$ cat src/rtl/vas_pkg.sv
`timescale 1ns / 1ps
// ----------------------------------------------------------------------------
// Voice allocator package
// Shared widths, transaction types, function codes and the cell command and
// search token types used by the voice cells and the top level.
// ----------------------------------------------------------------------------
package vas_pkg;

    // Fixed widths of the transaction fields and internal indexes.
    localparam int FUNC_W       = 2;
    localparam int VOICE_IDX_W  = 3;
    localparam int VCOUNT_W     = 4;
    localparam int STAMP_W      = 32;

    // Voice indexes inside the chain cover up to sixteen voices.
    localparam int VOICES_LIMIT = 16;
    localparam int VIDX_W       = 4;
    localparam int VCNT_W       = 5;

    // Default pool size and the reset value of the voice count register.
    localparam int                  VOICES_DEFAULT = 8;
    localparam logic [VCOUNT_W-1:0] VCOUNT_RESET   = 4'd8;

    // Request function codes.
    localparam logic [FUNC_W-1:0] FUNC_PLAY = 2'd0;
    localparam logic [FUNC_W-1:0] FUNC_END  = 2'd1;
    localparam logic [FUNC_W-1:0] FUNC_STOP = 2'd2;

    // Request transaction.
    typedef struct packed {
        logic [FUNC_W-1:0]      func;
        logic [VOICE_IDX_W-1:0] voice_index;
        logic                   start_ok;
    } vas_req_t;

    // Response transaction.
    typedef struct packed {
        logic [VOICE_IDX_W-1:0] granted_voice;
        logic                   granted;
        logic                   stolen;
    } vas_rsp_t;

    // Command broadcast to every voice cell.
    typedef enum logic [2:0] {
        CMD_NONE,
        CMD_GRANT,
        CMD_FREE,
        CMD_END,
        CMD_STOP
    } cmd_kind_t;

    typedef struct packed {
        cmd_kind_t          kind;
        logic [VIDX_W-1:0]  voice;
        logic [STAMP_W-1:0] stamp;
    } cell_cmd_t;

    // Search token that walks the chain one cell per cycle.
    typedef struct packed {
        logic               valid;
        logic               found_free;
        logic               have_act;
        logic [VIDX_W-1:0]  best_idx;
        logic [STAMP_W-1:0] best_stamp;
    } scan_tok_t;

endpackage

$ cat src/rtl/vas_cell.sv
`timescale 1ns / 1ps
// ----------------------------------------------------------------------------
// Voice cell
// Holds the active flag and age stamp of one voice, applies broadcast
// commands, and refines the search token before passing it to the next cell.
// ----------------------------------------------------------------------------
module vas_cell
    import vas_pkg::*;
#(
    parameter int IDX = 0
)
(
    input  logic              clk,
    input  logic              rst_n,
    input  logic [VCNT_W-1:0] n_eff,
    input  cell_cmd_t         cmd,
    input  scan_tok_t         tok_in,
    output scan_tok_t         tok_out
);

    logic               active_reg;
    logic               active_next;
    logic [STAMP_W-1:0] stamp_reg;
    logic [STAMP_W-1:0] stamp_next;
    scan_tok_t          tok_reg;
    scan_tok_t          tok_next;
    logic               in_range;
    logic               hit;

    assign in_range = VCNT_W'(IDX) < n_eff;
    assign hit      = cmd.voice == VIDX_W'(IDX);

    // Apply the broadcast command to this voice.
    always_comb
    begin
        active_next = active_reg;
        stamp_next  = stamp_reg;
        case (cmd.kind)
            CMD_GRANT:
            begin
                if (hit)
                begin
                    active_next = 1'b1;
                    stamp_next  = cmd.stamp;
                end
            end
            CMD_FREE:
            begin
                if (hit)
                begin
                    active_next = 1'b0;
                end
            end
            CMD_END:
            begin
                if (hit && active_reg)
                begin
                    active_next = 1'b0;
                    stamp_next  = '0;
                end
            end
            CMD_STOP:
            begin
                if (in_range)
                begin
                    active_next = 1'b0;
                    stamp_next  = '0;
                end
            end
            default:
            begin
                active_next = active_reg;
            end
        endcase
    end

    // A free voice ends the search; otherwise keep the oldest active voice.
    always_comb
    begin
        tok_next = tok_in;
        if (tok_in.valid && in_range && !tok_in.found_free)
        begin
            if (!active_reg)
            begin
                tok_next.found_free = 1'b1;
                tok_next.best_idx   = VIDX_W'(IDX);
            end
            else if (!tok_in.have_act || (stamp_reg < tok_in.best_stamp))
            begin
                tok_next.have_act   = 1'b1;
                tok_next.best_idx   = VIDX_W'(IDX);
                tok_next.best_stamp = stamp_reg;
            end
        end
    end

    // Voice state and the token stage toward the next cell.
    always_ff @(posedge clk or negedge rst_n)
    begin
        if (!rst_n)
        begin
            active_reg <= 1'b0;
            stamp_reg  <= '0;
            tok_reg    <= '0;
        end
        else
        begin
            active_reg <= active_next;
            stamp_reg  <= stamp_next;
            tok_reg    <= tok_next;
        end
    end

    assign tok_out = tok_reg;

endmodule

$ cat src/rtl/voice_allocator_oldest_steal.sv
`timescale 1ns / 1ps
// ----------------------------------------------------------------------------
// Voice allocator with oldest-voice stealing
// Hands out playback voices, frees ended voices and stops all voices.
// ----------------------------------------------------------------------------
// Usage:
//   req (req_valid/req_ready) carries one request transaction: play, voice
//   ended or stop all. Each request yields exactly one response transaction
//   on rsp (rsp_valid/rsp_ready).
//   cfg (cfg_valid/cfg_ready, cfg_data) writes the voice count; it is always
//   ready and should be written only while the block is idle.
// Sequencing:
//   A play request sends a search token down a chain of MAX_VOICES voice
//   cells, one cell per cycle; the sequencer registers the chosen voice and
//   moves to the commit state, which registers the response. Other requests
//   go straight from acceptance to the commit state. One request is in
//   flight at a time: the next is taken once the response is registered.
// Reset:
//   All voices inactive with zero stamps, stamp counter zero, voice count 8.
// Stall:
//   A response waits in the output register while rsp_ready is low; the next
//   request is still accepted and its work is held back until that register
//   frees up.
// ----------------------------------------------------------------------------
module voice_allocator_oldest_steal
    import vas_pkg::*;
#(
    parameter int MAX_VOICES = VOICES_DEFAULT
)
(
    input  logic                clk,
    input  logic                rst_n,
    input  logic                req_valid,
    output logic                req_ready,
    input  vas_req_t            req,
    output logic                rsp_valid,
    input  logic                rsp_ready,
    output vas_rsp_t            rsp,
    input  logic                cfg_valid,
    output logic                cfg_ready,
    input  logic [VCOUNT_W-1:0] cfg_data
);

    typedef enum logic [1:0] {
        S_IDLE,
        S_SCAN,
        S_FINISH
    } state_t;

    state_t              state_reg;
    state_t              state_next;
    vas_req_t            item_reg;
    vas_req_t            item_next;
    logic [VIDX_W-1:0]   choice_reg;
    logic [VIDX_W-1:0]   choice_next;
    logic                stolen_reg;
    logic                stolen_next;
    vas_rsp_t            rsp_reg;
    vas_rsp_t            rsp_next;
    logic                rsp_valid_reg;
    logic                rsp_valid_next;
    logic [STAMP_W-1:0]  next_stamp_reg;
    logic [STAMP_W-1:0]  next_stamp_next;
    logic [VCOUNT_W-1:0] voice_count_reg;
    logic [VCNT_W-1:0]   n_eff;
    logic                accept;
    logic                out_free;
    cell_cmd_t           cmd;
    scan_tok_t           tok [MAX_VOICES+1];
    logic [MAX_VOICES-1:0] tok_valid_vec;

    // Configuration register.
    assign cfg_ready = 1'b1;

    always_ff @(posedge clk or negedge rst_n)
    begin
        if (!rst_n)
        begin
            voice_count_reg <= VCOUNT_RESET;
        end
        else if (cfg_valid && cfg_ready)
        begin
            voice_count_reg <= cfg_data;
        end
    end

    // Effective voice count, clamped to one through MAX_VOICES.
    always_comb
    begin
        if (voice_count_reg == '0)
        begin
            n_eff = VCNT_W'(1);
        end
        else if (VCNT_W'(voice_count_reg) > VCNT_W'(MAX_VOICES))
        begin
            n_eff = VCNT_W'(MAX_VOICES);
        end
        else
        begin
            n_eff = VCNT_W'(voice_count_reg);
        end
    end

    assign req_ready = state_reg == S_IDLE;
    assign accept    = req_valid && req_ready;
    assign out_free  = !rsp_valid_reg || rsp_ready;

    // Seed token enters the first cell when a play request is accepted.
    always_comb
    begin
        tok[0]       = '0;
        tok[0].valid = accept && (req.func == FUNC_PLAY);
    end

    // Chain of voice cells.
    for (genvar i = 0; i < MAX_VOICES; i++)
    begin : g_cell
        vas_cell #(
            .IDX (i)
        ) u_cell (
            .clk     (clk),
            .rst_n   (rst_n),
            .n_eff   (n_eff),
            .cmd     (cmd),
            .tok_in  (tok[i]),
            .tok_out (tok[i+1])
        );
        assign tok_valid_vec[i] = tok[i+1].valid;
    end

    // Sequencer: accept, scan for a play request, then commit the command and the response.
    always_comb
    begin
        state_next      = state_reg;
        item_next       = item_reg;
        choice_next     = choice_reg;
        stolen_next     = stolen_reg;
        rsp_next        = rsp_reg;
        rsp_valid_next  = rsp_valid_reg;
        next_stamp_next = next_stamp_reg;
        cmd             = '{kind: CMD_NONE, voice: '0, stamp: next_stamp_reg};

        if (rsp_valid_reg && rsp_ready)
        begin
            rsp_valid_next = 1'b0;
        end

        case (state_reg)
            S_IDLE:
            begin
                if (accept)
                begin
                    item_next  = req;
                    state_next = (req.func == FUNC_PLAY) ? S_SCAN : S_FINISH;
                end
            end
            S_SCAN:
            begin
                if (tok[MAX_VOICES].valid)
                begin
                    choice_next = tok[MAX_VOICES].best_idx;
                    stolen_next = !tok[MAX_VOICES].found_free;
                    state_next  = S_FINISH;
                end
            end
            S_FINISH:
            begin
                if (out_free)
                begin
                    rsp_next       = '0;
                    rsp_valid_next = 1'b1;
                    state_next     = S_IDLE;
                    if (item_reg.func == FUNC_PLAY)
                    begin
                        cmd.voice              = choice_reg;
                        rsp_next.granted_voice = VOICE_IDX_W'(choice_reg);
                        rsp_next.granted       = item_reg.start_ok;
                        rsp_next.stolen        = stolen_reg;
                        if (item_reg.start_ok)
                        begin
                            cmd.kind        = CMD_GRANT;
                            next_stamp_next = next_stamp_reg + STAMP_W'(1);
                        end
                        else
                        begin
                            cmd.kind = CMD_FREE;
                        end
                    end
                    else if (item_reg.func == FUNC_END)
                    begin
                        cmd.voice = VIDX_W'(item_reg.voice_index);
                        if (VCNT_W'(item_reg.voice_index) < n_eff)
                        begin
                            cmd.kind = CMD_END;
                        end
                    end
                    else if (item_reg.func == FUNC_STOP)
                    begin
                        cmd.kind = CMD_STOP;
                    end
                end
            end
            default:
            begin
                state_next = S_IDLE;
            end
        endcase
    end

    // State and registered outputs.
    always_ff @(posedge clk or negedge rst_n)
    begin
        if (!rst_n)
        begin
            state_reg      <= S_IDLE;
            item_reg       <= '0;
            choice_reg     <= '0;
            stolen_reg     <= 1'b0;
            rsp_reg        <= '0;
            rsp_valid_reg  <= 1'b0;
            next_stamp_reg <= '0;
        end
        else
        begin
            state_reg      <= state_next;
            item_reg       <= item_next;
            choice_reg     <= choice_next;
            stolen_reg     <= stolen_next;
            rsp_reg        <= rsp_next;
            rsp_valid_reg  <= rsp_valid_next;
            next_stamp_reg <= next_stamp_next;
        end
    end

    assign rsp_valid = rsp_valid_reg;
    assign rsp       = rsp_reg;

    // Only one search token travels the chain at a time.
    a_one_token: assert property (@(posedge clk) disable iff (!rst_n)
        $onehot0(tok_valid_vec))
        else $error("more than one search token in the voice chain");

    // The token leaves the chain only while the sequencer waits for it.
    a_token_in_scan: assert property (@(posedge clk) disable iff (!rst_n)
        tok[MAX_VOICES].valid |-> (state_reg == S_SCAN))
        else $error("search token finished outside the scan state");

    // A new response only comes out of the commit state.
    a_rsp_from_finish: assert property (@(posedge clk) disable iff (!rst_n)
        $rose(rsp_valid_reg) |-> ($past(state_reg) == S_FINISH))
        else $error("response raised outside the commit state");

    // Every granted voice consumes exactly one stamp.
    a_stamp_advance: assert property (@(posedge clk) disable iff (!rst_n)
        (cmd.kind == CMD_GRANT) |=> (next_stamp_reg == $past(next_stamp_reg) + 32'd1))
        else $error("stamp counter did not advance on a grant");

endmodule

$ cat config.mk
export PLATFORM = sky130hd
export DESIGN_NAME = voice_allocator_oldest_steal
export DESIGN_NICKNAME = d
export VERILOG_FILES = /design/src/rtl/vas_pkg.sv /design/src/rtl/vas_cell.sv /design/src/rtl/voice_allocator_oldest_steal.sv
export SDC_FILE = /design/constraint.sdc
export NUM_CORES = 1
export LEC_CHECK = 0
export ABC_AREA = 1
export BUFFER_PORTS_ARGS = -buffer_cell sky130_fd_sc_hd__buf_2
export CAP_MARGIN = 5
export CORE_MARGIN = 1.5
export CORE_UTILIZATION = 55
export CTS_CLUSTER_DIAMETER = 60
export DETAILED_ROUTE_END_ITERATION = 10
export PLACE_DENSITY = 0.71
export RECOVER_POWER = 50
export SLEW_MARGIN = 20
export SYNTH_ARGS = -nofsm -noshare
export SYNTH_HDL_FRONTEND = slang
export SYNTH_HIERARCHICAL = 1
export SYNTH_SLANG_ARGS = --single-unit
export TNS_END_PERCENT = 50
$ cat constraint.sdc
create_clock -name clk -period 5.96 [get_ports clk]
set_input_delay 0.596 -clock clk [delete_from_list [all_inputs] [get_ports clk]]
set_output_delay 0.596 -clock clk [all_outputs]
set_load 0.01 [all_outputs]
## Yosys cells after proc, flatten, opt, wreduce, memory -nomap -nowiden

Cells that the tools add are included.

- Register bits after elaboration: 598
- Bits of input ports: 15
- Output and inout port bits: 8
- Logic and storage cells: 349

- Add/sub/neg operators: 1
- Magnitude comparators: 17
- Equality and inequality tests: 50
- Muxes and demuxes: 137
- Reductions and logical operators: 78

Operators by type and width:

| kind | count |
|---|---|
| $mux W32 | 32 |
| $pmux W32 S3 | 8 |
| $mux W38 | 8 |
| $mux W37 | 7 |
| $lt A32 B32 Y1 | 7 |
| $ne A2 B1 Y1 const B | 34 |
| $mux W1 | 51 |
| $reduce_and A5 Y1 | 8 |
| $reduce_and A4 Y1 | 9 |
| $add A32 B1 Y32 const B | 1 |
| $mux W4 | 8 |
| $pmux W1 S4 | 8 |
| $logic_and A1 B1 Y1 | 26 |
| $mux W7 | 3 |
| $lt A3 B5 Y1 const A | 4 |
| $eq A4 B3 Y1 const B | 4 |
| $logic_not A1 Y1 | 16 |
| $mux W2 | 6 |
| $lt A1 B5 Y1 const A | 2 |
| $lt A2 B5 Y1 const A | 2 |
| $mux W5 | 2 |
| $mux W3 | 3 |
| $eq A4 B2 Y1 const B | 2 |
| $logic_not A4 Y1 | 2 |
| 16 further kinds | 30 |

## Depth between registers and ports, before layout

Gate-level depths: netlist (run 1).

- Depth after elaboration: 13
- Gate-level depth with buffers: 19
- Gate-level depth less buffers: 17

## Modules after synthesis

Netlist (run 1), hierarchy kept.

Modules (own cells, without submodules):

| module | times used | cells an instance | area each (µm²) | seq. area each (µm²) |
|---|---|---|---|---|
| vas_cell (g_cell[4].u_cell) | 1 | 452 | 4,130.2 | 1,801.7 |
| vas_cell (g_cell[2].u_cell) | 1 | 452 | 4,077.7 | 1,801.7 |
| vas_cell (g_cell[1].u_cell) | 1 | 458 | 3,958.8 | 1,801.7 |
| vas_cell (g_cell[5].u_cell) | 1 | 457 | 3,953.8 | 1,801.7 |
| vas_cell (g_cell[0].u_cell) | 1 | 458 | 3,913.8 | 1,801.7 |
| vas_cell (g_cell[6].u_cell) | 1 | 461 | 3,817.4 | 1,801.7 |
| vas_cell (g_cell[3].u_cell) | 1 | 455 | 3,776.1 | 1,801.7 |
| vas_cell (g_cell[7].u_cell) | 1 | 455 | 3,774.9 | 1,801.7 |
| voice_allocator_oldest_steal | 1 | 407 | 3,095.5 | 1,377.6 |

## Least setup slack after synthesis (run 1)

Ideal clock, no wire load.

- Path type: flip-flop to flip-flop
- Start: register voice_count_reg[3]
- End: register g_cell[2].u_cell.stamp_reg[27]
- Setup time: 118 ps
- Arrival time: 4,301 ps
- Required time: 5,842 ps
- Slack: 1,541 ps
- Stages on the path, launching flop included: 19
- Buffers on the path: 2
- Clock period less this slack: 4,419 ps
- Path through: dfstp_2 nor2_1 inv_1 ha_1 inv_1 nor2_1 nand2_1 nand2_1 o21ai_0 inv_1 nor3_1 o21ai_1 nand2_1 a21oi_2 o31a_2 buf_6 buf_12 nand3_2 o21ai_2

RTL lines:

| item | line | text |
|---|---|---|
| start: declaration | voice_allocator_oldest_steal.sv:64 | `logic [VCOUNT_W-1:0] voice_count_reg;` |
| start signal: assignment | voice_allocator_oldest_steal.sv:83 | `voice_count_reg <= cfg_data;` |
| end signal: assignment | vas_cell.sv:109 | `stamp_reg <= stamp_next;` |
| end: declaration | vas_cell.sv:23 | `logic [STAMP_W-1:0] stamp_reg;` |

==> impl_metrics.json, run 1 <==
{
  "run_status": "finished, violations left",
  "failing_checks": "capacitance limit, slew limit",
  "min_period_ns": 4.30,
  "grt_antenna_before_repair": 1,
  "synthesis.area_per_instance_um2": 8.48,
  "rsz0062_at_grt": "no",
  "worst_hold_path_type": "in2reg",
  "required_ns": 6.48,
  "final_nets": 4225,
  "synthesis.yosys.warnings": 6,
  "synth_area_um2": 33200,
  "crit-reg2reg-capture": "g_cell[1].u_cell/stamp_reg[0]$_DFFE_PN0P_",
  "synthToLayoutAreaGrowth_pct": 8.51,
  "critPathLaunchType": "register",
  "grt_start_max_net_pins": 173,
  "final_layout_size_suffix_gt1_share_pct": 11.5,
  "path_class": "reg2reg",
  "num_antenna_cells": 0,
  "fin_cells": 4782,
  "setup.worst_path.end_class": "register",
  "drt-wirelength-per-cell_um": 18.0,
  "cts_setup_buffers": 0,
  "cts_resized": 0,
  "first_global_vias": 24827,
  "drt-initial-drc-count": 2374,
  "setup_crit_start": "state_reg[0]$_DFFE_PN0P_",
  "dp.final_hpwl_mm": 56.6,
  "r2r.worst_path.cells": 15,
  "relSlewSlack_pct": -111,
  "p_leak_uw": 0.0195,
  "clock.fmax_mhz": 233,
  "period_share_pct": 72.1,
  "drt_first_pass_iters": 6,
  "cap_violations": 3,
  "worst_reg2reg_setup_slack_ns": 1.66,
  "drt-total-wl_mm": 86.2,
  "io-pin-count": 23,
  "skew_ns": 0.0225,
  "antenna_violating_nets_post_route": 0,
  "worstHoldEndpoint": "voice_count_reg[1]$_DFFE_PN0P_",
  "power.density_cell_area_nw_per_um2": 247,
  "max-clock-path-buffers": 3,
  "layout_common_cells": "nand2_1, dfrtp_1, inv_1",
  "drc": 0,
  "tightestPinTransition_ns": 3.16,
  "rr_startpoint": "state_reg[0]$_DFFE_PN0P_",
  "clock_sink_count": 598,
  "place_inst": 4663,
  "std_cell_rows": 89,
  "timing.hold.worst_path_depth": 3,
  "final_common_cell": "nand2_1",
  "start_util_pct": 55.9,
  "detailroute.via_count": 26105,
  "die-width_um": 249,
  "irDropWorstVdd_uv": 209,
  "portBuffers": 21,
  "final-max-slew-violation-count": 182,
  "insertion_delay_ns": 0.61,
  "grt_remaining_overflow": 0,
  "report.final.hold_viol_count": 0,
  "die_height_um": 249,
  "gr-usage-all-layers_pct": 28.3,
  "cts_buffers": 67,
  "finalSetupTns_ns": 0,
  "worst_setup_hold_path_clk_slew_ns": 0.06,
  "path_max_fanout": 33,
  "cts.htree.levels": 3,
  "place.gp.congestion": 0.866,
  "cts_hold_buffers": 0,
  "cts_root_buffer": "clkbuf_16",
  "largest_register_ffs": 279,
  "hp-start": "cfg_data[1]",
  "grt_pass1_wl_mm": 138,
  "report.final.setup_viol": 0,
  "core_footprint_um2": 59400,
  "tritoncts_clock_tree": "done",
  "critical_path_arrival_ns": 4.81,
  "synthCells": 3913,
  "die-area_um2": 61800,
  "routed_via_density": 5.46
}
-- final cells by class --
| type | count | area, um^2 |
|---|---|---|
| fill | 5087 | 23300 |
| multi-input combinational | 2733 | 15500 |
| sequential | 598 | 15000 |
| tap | 773 | 967 |
| inverter | 500 | 1880 |
| timing repair buffer | 59 | 417 |
| clock inverter | 24 | 355 |
| clock buffer | 95 | 1930 |
-- worst max-delay path: stages, from the launching register on --
cell	delay, ns
dfrtp_1	0.47
inv_2	0.07
nand2_1	0.08
nor2_1	0.43
nand2_1	0.58
o21ai_2	0.40
buf_4	0.36
inv_1	0.14
nor2_2	0.19
nor2_4	0.05
buf_4	0.29
inv_4	0.15
nor2_8	0.10
nor2_8	0.57
nand3_1	0.15
o21ai_0	0.12
-- how the worst max path moves through the flow --
stage,endpoint,slack [ns]
global route,g_cell[5].u_cell/stamp_reg[6]$_DFFE_PN0P_,0.74
finish,g_cell[1].u_cell/stamp_reg[0]$_DFFE_PN0P_,1.66
CTS,g_cell[1].u_cell/stamp_reg[0]$_DFFE_PN0P_,1.84
detailed placement,g_cell[1].u_cell/stamp_reg[0]$_DFFE_PN0P_,1.87
floorplan,g_cell[2].u_cell/stamp_reg[27]$_DFFE_PN0P_,1.54
global placement,g_cell[7].u_cell/stamp_reg[0]$_DFFE_PN0P_,1.94
-- per-layer routing --
| metal | wire (um) | global-route usage (%) |
|---|---|---|
| met3 | 5810 | 4.84 |
| met2 | 39100 | 44.1 |
| met4 | 3840 | 12.1 |
| met5 | 0 | 0 |
| met1 | 37500 | 39.0 |
-- power breakdown --
group	internal [uW]	switching [uW]	total [uW]	leakage (uW)
Sequential	4160	63.4	4220	0.00727
Clock	2610	1690	4300	0.00112
Combinational	120	271	391	0.0111
-- per-stage QoR --
stage                     power, uW  area, um^2  worst slack, ns  utilization [%]  hold WS [ns]
after detailed placement       4690       33800             1.87             56.9         0.368
final                          8910       36000             1.66             60.7         0.200
after global routing           9230       36000            0.738             60.7         0.213
after global placement         4670       33800             1.94             56.9         0.360
after floorplan                4500       33500             1.54                -         0.300
after CTS                      8980       36100             1.84             60.8         0.113
No activity file was read; power rests on OpenSTA's default activity.
==> inputs of run 2 (changes only) <==
==> constraint.sdc (replaced) <==
create_clock -name clk -period 4.35 [get_ports clk]
set_input_delay 0.435 -clock clk [delete_from_list [all_inputs] [get_ports clk]]
set_output_delay 0.435 -clock clk [all_outputs]
set_load 0.01 [all_outputs]
==> run 2 against run 1 <==
Against the previous run:
- the flow still finishes with violations (capacitance limit, slew limit)
- first-iteration DRC count is 15% lower
- combinational power is 36% higher
- maximum frequency is 6.4% higher
- via count is 0.66% lower
- worst setup slack worse by 1.4 ns
- power is 36% higher
- final cell count is 0.29% higher
- utilization is 0.21 points higher
- register-to-register slack worse by 1.4 ns
- critical path depth is 3 higher
- critical endpoint is now g_cell[3].u_cell/stamp_reg[0]$_DFFE_PN0P_
==> impl_metrics.json, run 2 (synthesis gave the netlist of run 1 again) <==
{
  "run_status": "finished, violations left",
  "failing_checks": "capacitance limit, slew limit",
  "drt_first_pass_iters": 5,
  "grt_start_max_net_pins": 119,
  "r2r.worst_path.cells": 18,
  "report.final.hold_viol_count": 0,
  "period_share_pct": 92.8,
  "die-width_um": 249,
  "num_antenna_cells": 0,
  "path_class": "reg2reg",
  "grt_remaining_overflow": 0,
  "gr-usage-all-layers_pct": 26.4,
  "worst_path_max_delay_cell": "nor2_4",
  "report.final.setup_viol": 0,
  "drt-initial-drc-count": 2024,
  "drt-wirelength-per-cell_um": 16.8,
  "finalSetupTns_ns": 0,
  "drc": 0,
  "die_height_um": 249,
  "synthToLayoutAreaGrowth_pct": 8.89,
  "cap_violations": 2,
  "core_footprint_um2": 59400,
  "die-area_um2": 61800,
  "tightestPinTransition_ns": 3.06,
  "first_global_vias": 25293,
  "grt_antenna_before_repair": 0,
  "power.density_cell_area_nw_per_um2": 336,
  "routed_via_density": 5.41,
  "rsz0062_at_grt": "no",
  "layout_common_cells": "nand2_1, dfrtp_1, inv_1",
  "std_cell_rows": 89,
  "final_nets": 4237,
  "dp.final_hpwl_mm": 54.8,
  "cts_buffers": 66,
  "tritoncts_clock_tree": "done",
  "insertion_delay_ns": 0.60,
  "worst_path_largest_cell_delay_ns": 0.66,
  "pre_cts_ws_ns": 0.330,
  "io-pin-count": 23,
  "antenna_violating_nets_post_route": 0,
  "critical_path_buf_inv_count": 6,
  "setup.worst_path.end_class": "register",
  "worst_hold_path_type": "in2reg",
  "max-clock-path-buffers": 3,
  "detailroute.via_count": 25933,
  "min_period_ns": 4.04,
  "worst_path_dominant_cell_family": "simple AND/OR/NAND/NOR gates",
  "path_max_fanout": 33,
  "timing.critical_path.cells": "nor2_1 -> clkbuf_1 -> inv_1 -> ha_1 -> inv_1 -> nor2_1 -> nand2_1 -> nand2_1 -> o21ai_2 -> buf_4 -> inv_2 -> nor2_2 -> nor2_4 -> inv_2 -> nor2_4 -> nor2_4 -> nand3_1 -> o21ai_0",
  "cts.htree.levels": 3,
  "required_ns": 4.86,
  "worst_setup_hold_path_clk_slew_ns": 0.06,
  "start_util_pct": 55.9,
  "worstSetupPathDepth": 18,
  "p_leak_uw": 0.0196,
  "final-max-slew-violation-count": 137,
  "skew_ns": 0.0209,
  "final_layout_size_suffix_gt1_share_pct": 11.8,
  "cts_root_buffer": "clkbuf_16",
  "critPathLaunchType": "register",
  "timing.final.ws_setup_ns": 0.312,
  "relSlewSlack_pct": -104,
  "path_common_cell": "nor2_4",
  "grt_pass1_wl_mm": 133,
  "clock_sink_count": 598,
  "timing.hold.worst_path_depth": 3,
  "place.gp.congestion": 0.848,
  "irDropWorstVdd_uv": 271,
  "critical_path_arrival_ns": 4.55,
  "largest_register_ffs": 279,
  "portBuffers": 21,
  "drt-total-wl_mm": 80.6,
  "final_common_cell": "nand2_1",
  "clock.fmax_mhz": 248
}
run 2: cell types whose count changed in the layout (fill, tap and decap cells not counted), sizes merged:
cell         previous run  this run
inv                   505       501
nor2                  168       170
clkinvlp                2         1
buf                    51        55
bufinv                  8         5
clkbuf                103       118
dlygate4sd3             0         1
run 2: worst register-to-register path, stage by stage (launching register included):
cell	delay, ns
dfstp_2	0.65
nor2_1	0.07
clkbuf_1	0.18
inv_1	0.09
ha_1	0.22
inv_1	0.05
nor2_1	0.03
nand2_1	0.07
nand2_1	0.11
o21ai_2	0.37
buf_4	0.27
inv_2	0.06
nor2_2	0.34
nor2_4	0.18
inv_2	0.15
nor2_4	0.13
nor2_4	0.66
nand3_1	0.18
o21ai_0	0.13
run 2: power breakdown:
group	internal, uW	switching [uW]	leakage, uW
combinational	168	365	0.0112
clock	3600	2250	0.00114
sequential	5700	78.3	0.00728
run 2: final timing paths:
check | startpoint | end | slack, ns
worst min register to register | g_cell[5].u_cell/tok_out[38]$_DFF_PN0_ | g_cell[6].u_cell/tok_out[38]$_DFF_PN0_ | 0.37
max in group asynchronous | rst_n | g_cell[6].u_cell/tok_out[11]$_DFF_PN0_ | 0.76
worst max-delay path | voice_count_reg[3]$_DFFE_PN1P_ | g_cell[3].u_cell/stamp_reg[0]$_DFFE_PN0P_ | 0.31
min in group asynchronous | rst_n | stolen_reg$_DFFE_PN0P_ | 1.34
worst min-delay path | cfg_data[3] | voice_count_reg[3]$_DFFE_PN1P_ | 0.06
worst max register to register | voice_count_reg[3]$_DFFE_PN1P_ | g_cell[3].u_cell/stamp_reg[0]$_DFFE_PN0P_ | 0.31
run 2: routing by layer:
layer / wire length [um] / GRT usage, %
met4: 1860 / 7.61
met2: 37400 / 42.8
met1: 36900 / 36.6
met3: 4510 / 4.47
met5: 0 / 0
run 2: timing repair:
action / 4_1_cts / 5_1_grt
buffers inserted: 0 / 0
hold buffers: 1 / 0
gates resized for setup: 0 / 0
endpoints found under the hold margin: 55 / 0
setup endpoints to repair: 0 / 6
run 2: metrics by stage:
step                      hold WS, ns  area (um^2)  power [uW]  util (%)  instances
after floorplan                 0.139        33500        6170         -       3992
after global placement          0.362        33900        6390      57.1       4673
after detailed placement        0.361        33900        6410      57.1       4673
after CTS                      0.0385        36200       12300      61.0       4794
after global routing           0.0646        36200       12600      60.9       4796
final                          0.0610        36200       12200      60.9       4796
run 2: layout make-up:
| type | instances | area [um^2] |
|---|---|---|
| fill | 5213 | 23200 |
| multi-input combinational | 2735 | 15500 |
| sequential | 598 | 15000 |
| clock buffer | 104 | 2090 |
| inverter | 500 | 1880 |
| tap | 773 | 967 |
| timing repair buffer | 70 | 502 |
| clock inverter | 16 | 215 |
==> inputs of run 3 (changes only) <==
--- a/config.mk
+++ b/config.mk
@@ -9,14 +9,13 @@
 export BUFFER_PORTS_ARGS = -buffer_cell sky130_fd_sc_hd__buf_2
 export CAP_MARGIN = 5
 export CORE_MARGIN = 1.5
-export CORE_UTILIZATION = 55
+export CORE_UTILIZATION = 40
 export CTS_CLUSTER_DIAMETER = 60
 export DETAILED_ROUTE_END_ITERATION = 10
-export PLACE_DENSITY = 0.71
+export MAX_ROUTING_LAYER = met4
 export RECOVER_POWER = 50
 export SLEW_MARGIN = 20
 export SYNTH_ARGS = -nofsm -noshare
 export SYNTH_HDL_FRONTEND = slang
-export SYNTH_HIERARCHICAL = 1
 export SYNTH_SLANG_ARGS = --single-unit
 export TNS_END_PERCENT = 50
==> run 3 against run 2 <==
Against the previous run:
- the run still ends with capacitance limit, slew limit left
- first-iteration DRC count shrank 30%
- global-route usage shrank 7.2 points
- utilization shrank 16 points
- combinational power grew to 5.9 times the previous value
- worst setup slack gained 0.38 ns
- clock skew shrank 0.0013 ns
- die area grew 18%
- via count shrank 20%
- largest power group is now registers
- highest routed layer unchanged
==> impl_metrics.json, run 3 <==
{
  "run_status": "finished, violations left",
  "failing_checks": "capacitance limit, slew limit",
  "synthCells": 3317,
  "die_height_um": 270,
  "cell_internal_pwr_uw": 10100,
  "switchingPower_uw": 4820,
  "antenna_violating_nets_post_route": 0,
  "grt_antenna_before_repair": 0,
  "detailroute.via_count": 20824,
  "tightestPinTransition_ns": 2.73,
  "cts_buffers": 66,
  "drt-total-wl_mm": 65.3,
  "cts.htree.levels": 3,
  "critPathLaunchType": "register",
  "power.density_cell_area_nw_per_um2": 472,
  "final_nets": 3553,
  "combPwrFrac_pct": 21.2,
  "report.final.setup_viol": 0,
  "finalSetupTns_ns": 0,
  "dp.final_hpwl_mm": 45.8,
  "skew_ns": 0.0195,
  "crit-reg2reg-capture": "g_cell[1].u_cell.stamp_reg[5]$_DFFE_PN0P_",
  "worstHoldEndpoint": "voice_count_reg[0]$_DFFE_PN0P_",
  "largest_register_ffs": 264,
  "core_footprint_um2": 70100,
  "period_share_pct": 84.2,
  "drt-initial-drc-count": 1425,
  "clock_power_share_pct": 37.1,
  "grt_start_max_net_pins": 103,
  "drt-wirelength-per-cell_um": 15.2,
  "final-max-slew-violation-count": 98,
  "die-width_um": 270,
  "synthToLayoutAreaGrowth_pct": 11.1,
  "final_layout_size_suffix_gt1_share_pct": 6.41,
  "rsz0062_at_grt": "no",
  "grt_pass1_wl_mm": 111,
  "start_util_pct": 40.5,
  "irDropWorstVdd_uv": 287,
  "insertion_delay_ns": 0.59,
  "die-area_um2": 72700,
  "routed_via_density": 4.83,
  "synthesis.yosys.warnings": 0,
  "synth_cell_type_count": 46,
  "place_inst": 4189,
  "hp-start": "cfg_data[0]",
  "io-pin-count": 23,
  "portBuffers": 21,
  "synth_top_area_share_pct": 51.1,
  "p_leak_uw": 0.0160,
  "grt_remaining_overflow": 0,
  "gr-usage-all-layers_pct": 19.2,
  "fin_cells": 4309,
  "mappedNetlistNets": 3552,
  "cap_violations": 1,
  "synth_area_um2": 28400,
  "r2r.worst_path.cells": 13,
  "drc": 0,
  "post_synth_main_area_contributors": "dfrtp_1, nand2_1, ha_1",
  "required_ns": 4.84,
  "std_cell_rows": 97,
  "cts_resized": 0,
  "first_global_vias": 20590,
  "tritoncts_clock_tree": "done",
  "seq_area_frac_synth_pct": 51.2,
  "predominant_post_synthesis_flop_cell": "dfrtp_1",
  "power.sequential.fraction_pct": 41.6,
  "synth_top_area_cell": "dfrtp_1",
  "async_reset_ff_share_pct": 100,
  "cts_root_buffer": "clkbuf_16",
  "worst_reg2reg_setup_slack_ns": 0.69,
  "cts_setup_buffers": 0,
  "report.final.hold_viol_count": 0,
  "rr_startpoint": "state_reg[0]$_DFFE_PN0P_",
  "relSlewSlack_pct": -81.9,
  "clock_sink_count": 582,
  "synth-seq-cells": 582,
  "path_class": "reg2reg",
  "critical_path_arrival_ns": 4.16,
  "clock.fmax_mhz": 273,
  "timing.hold.worst_path_depth": 3,
  "worst_setup_hold_path_clk_slew_ns": 0.06,
  "min_period_ns": 3.66,
  "synth-edff-count": 0,
  "place.gp.congestion": 0.849,
  "post_synth_most_frequent_cells": "nand2_1, dfrtp_1, inv_1, nand3_1, ha_1",
  "setup.worst_path.end_class": "register",
  "power.switching_fraction_pct": 32.3,
  "synthesis.area_per_instance_um2": 8.57,
  "worst_hold_path_type": "in2reg",
  "drt_first_pass_iters": 5,
  "final_common_cell": "nand2_1",
  "path_max_fanout": 64,
  "layout_common_cells": "nand2_1, dfrtp_1, inv_1",
  "timing.final.ws_setup_ns": 0.688,
  "pre_cts_ws_ns": 1.28,
  "yosys.cell_count.top_type": "nand2_1",
  "fillcell_total": 6890,
  "max-clock-path-buffers": 3
}
run 3: worst max path at each step:
stage                                                             to                           start  cells after the start  slack [ns]
after floorplan            g_cell[1].u_cell.stamp_reg[4]$_DFFE_PN0P_  voice_count_reg[3]$_DFFE_PN1P_                     14        2.15
after global placement    g_cell[7].u_cell.stamp_reg[23]$_DFFE_PN0P_                       rsp_ready                     12        1.23
after detailed placement   g_cell[5].u_cell.stamp_reg[5]$_DFFE_PN0P_                       rsp_ready                     12        1.28
after CTS                  g_cell[0].u_cell.stamp_reg[5]$_DFFE_PN0P_  voice_count_reg[2]$_DFFE_PN0P_                     15        1.30
after global routing      g_cell[4].u_cell.stamp_reg[11]$_DFFE_PN0P_        state_reg[0]$_DFFE_PN0P_                     11        0.50
final                      g_cell[1].u_cell.stamp_reg[5]$_DFFE_PN0P_        state_reg[0]$_DFFE_PN0P_                     13        0.69
run 3: cell families (layout without fill, tap and decap cells):
| group | Yosys count | after routing | share of synthesized area [%] |
|---|---|---|---|
| AOI/OAI and AO/OA | 426 | 426 | 7.71 |
| xor gates and xnor gates | 31 | 31 | 0.955 |
| adders and majority gates | 220 | 220 | 9.68 |
| buffers and inverters | 476 | 527 | 6.94 |
| DFF | 582 | 582 | 51.2 |
| other | 1 | 2 | 0.0132 |
| and+or+nand+nor | 1581 | 1581 | 23.5 |
run 3: layout make-up:
cell class              count  area (um^2)  area share, %
repair buffers             56          414           1.31
flip-flops and latches    582        14600           46.1
clock inverters            15          114          0.360
clock buffers             103         2080           6.57
well taps                 940         1180           3.72
diodes                      1         2.50        0.00792
multi-input cells        2259        11900           37.7
inverters                 353         1330           4.20
run 3: per-layer routing:
metal  share of wire, %  track usage (%)  wire, um  up-vias
li1                   -                -         -    10641
met1                 52             28.0     33800     9765
met2                 42             27.8     27300      326
met3                4.2             2.61      2750       92
met4                2.2             5.63      1460        0
met5                  0                -         0        -
run 3: critical path, stage by stage, from the launching register on:
cell and delay (ns):
dfrtp_1 0.37, inv_1 0.10, nand2_2 0.07, nor2_1 0.89, nand3_4 0.39, inv_1 0.36, buf_4 0.28, nand2_1 0.09
inv_2 0.06, nor2_2 0.04, nand2_2 0.06, buf_4 0.52, nand2_1 0.12, o21ai_1 0.13
run 3: what timing repair did:
action                                  CTS  global route
hold buffers                              1             0
hold endpoints to repair                 92             0
endpoints found under the setup margin    0             0
run 3: power by group through the flow:
stage	Sequential [uW]	Clock, uW	Combinational (uW)
detailed placement	6310	0	3250
global route	6280	5920	3650
finish	6210	5540	3170
global placement	6300	0	3220
floorplan	6200	0	2380
CTS	6210	5690	3260
run 3: stage by stage:
step / power [uW] / hold WS (ns) / util (%) / instance area [um^2]
after global routing: 15800 / 0.0511 / 45.0 / 31600
after detailed placement: 9560 / 0.366 / 41.9 / 29400
final: 14900 / 0.0551 / 45.0 / 31600
after global placement: 9530 / 0.360 / 41.9 / 29400
after floorplan: 8580 / 0.139 / - / 28400
after CTS: 15200 / 0.0259 / 45.1 / 31600
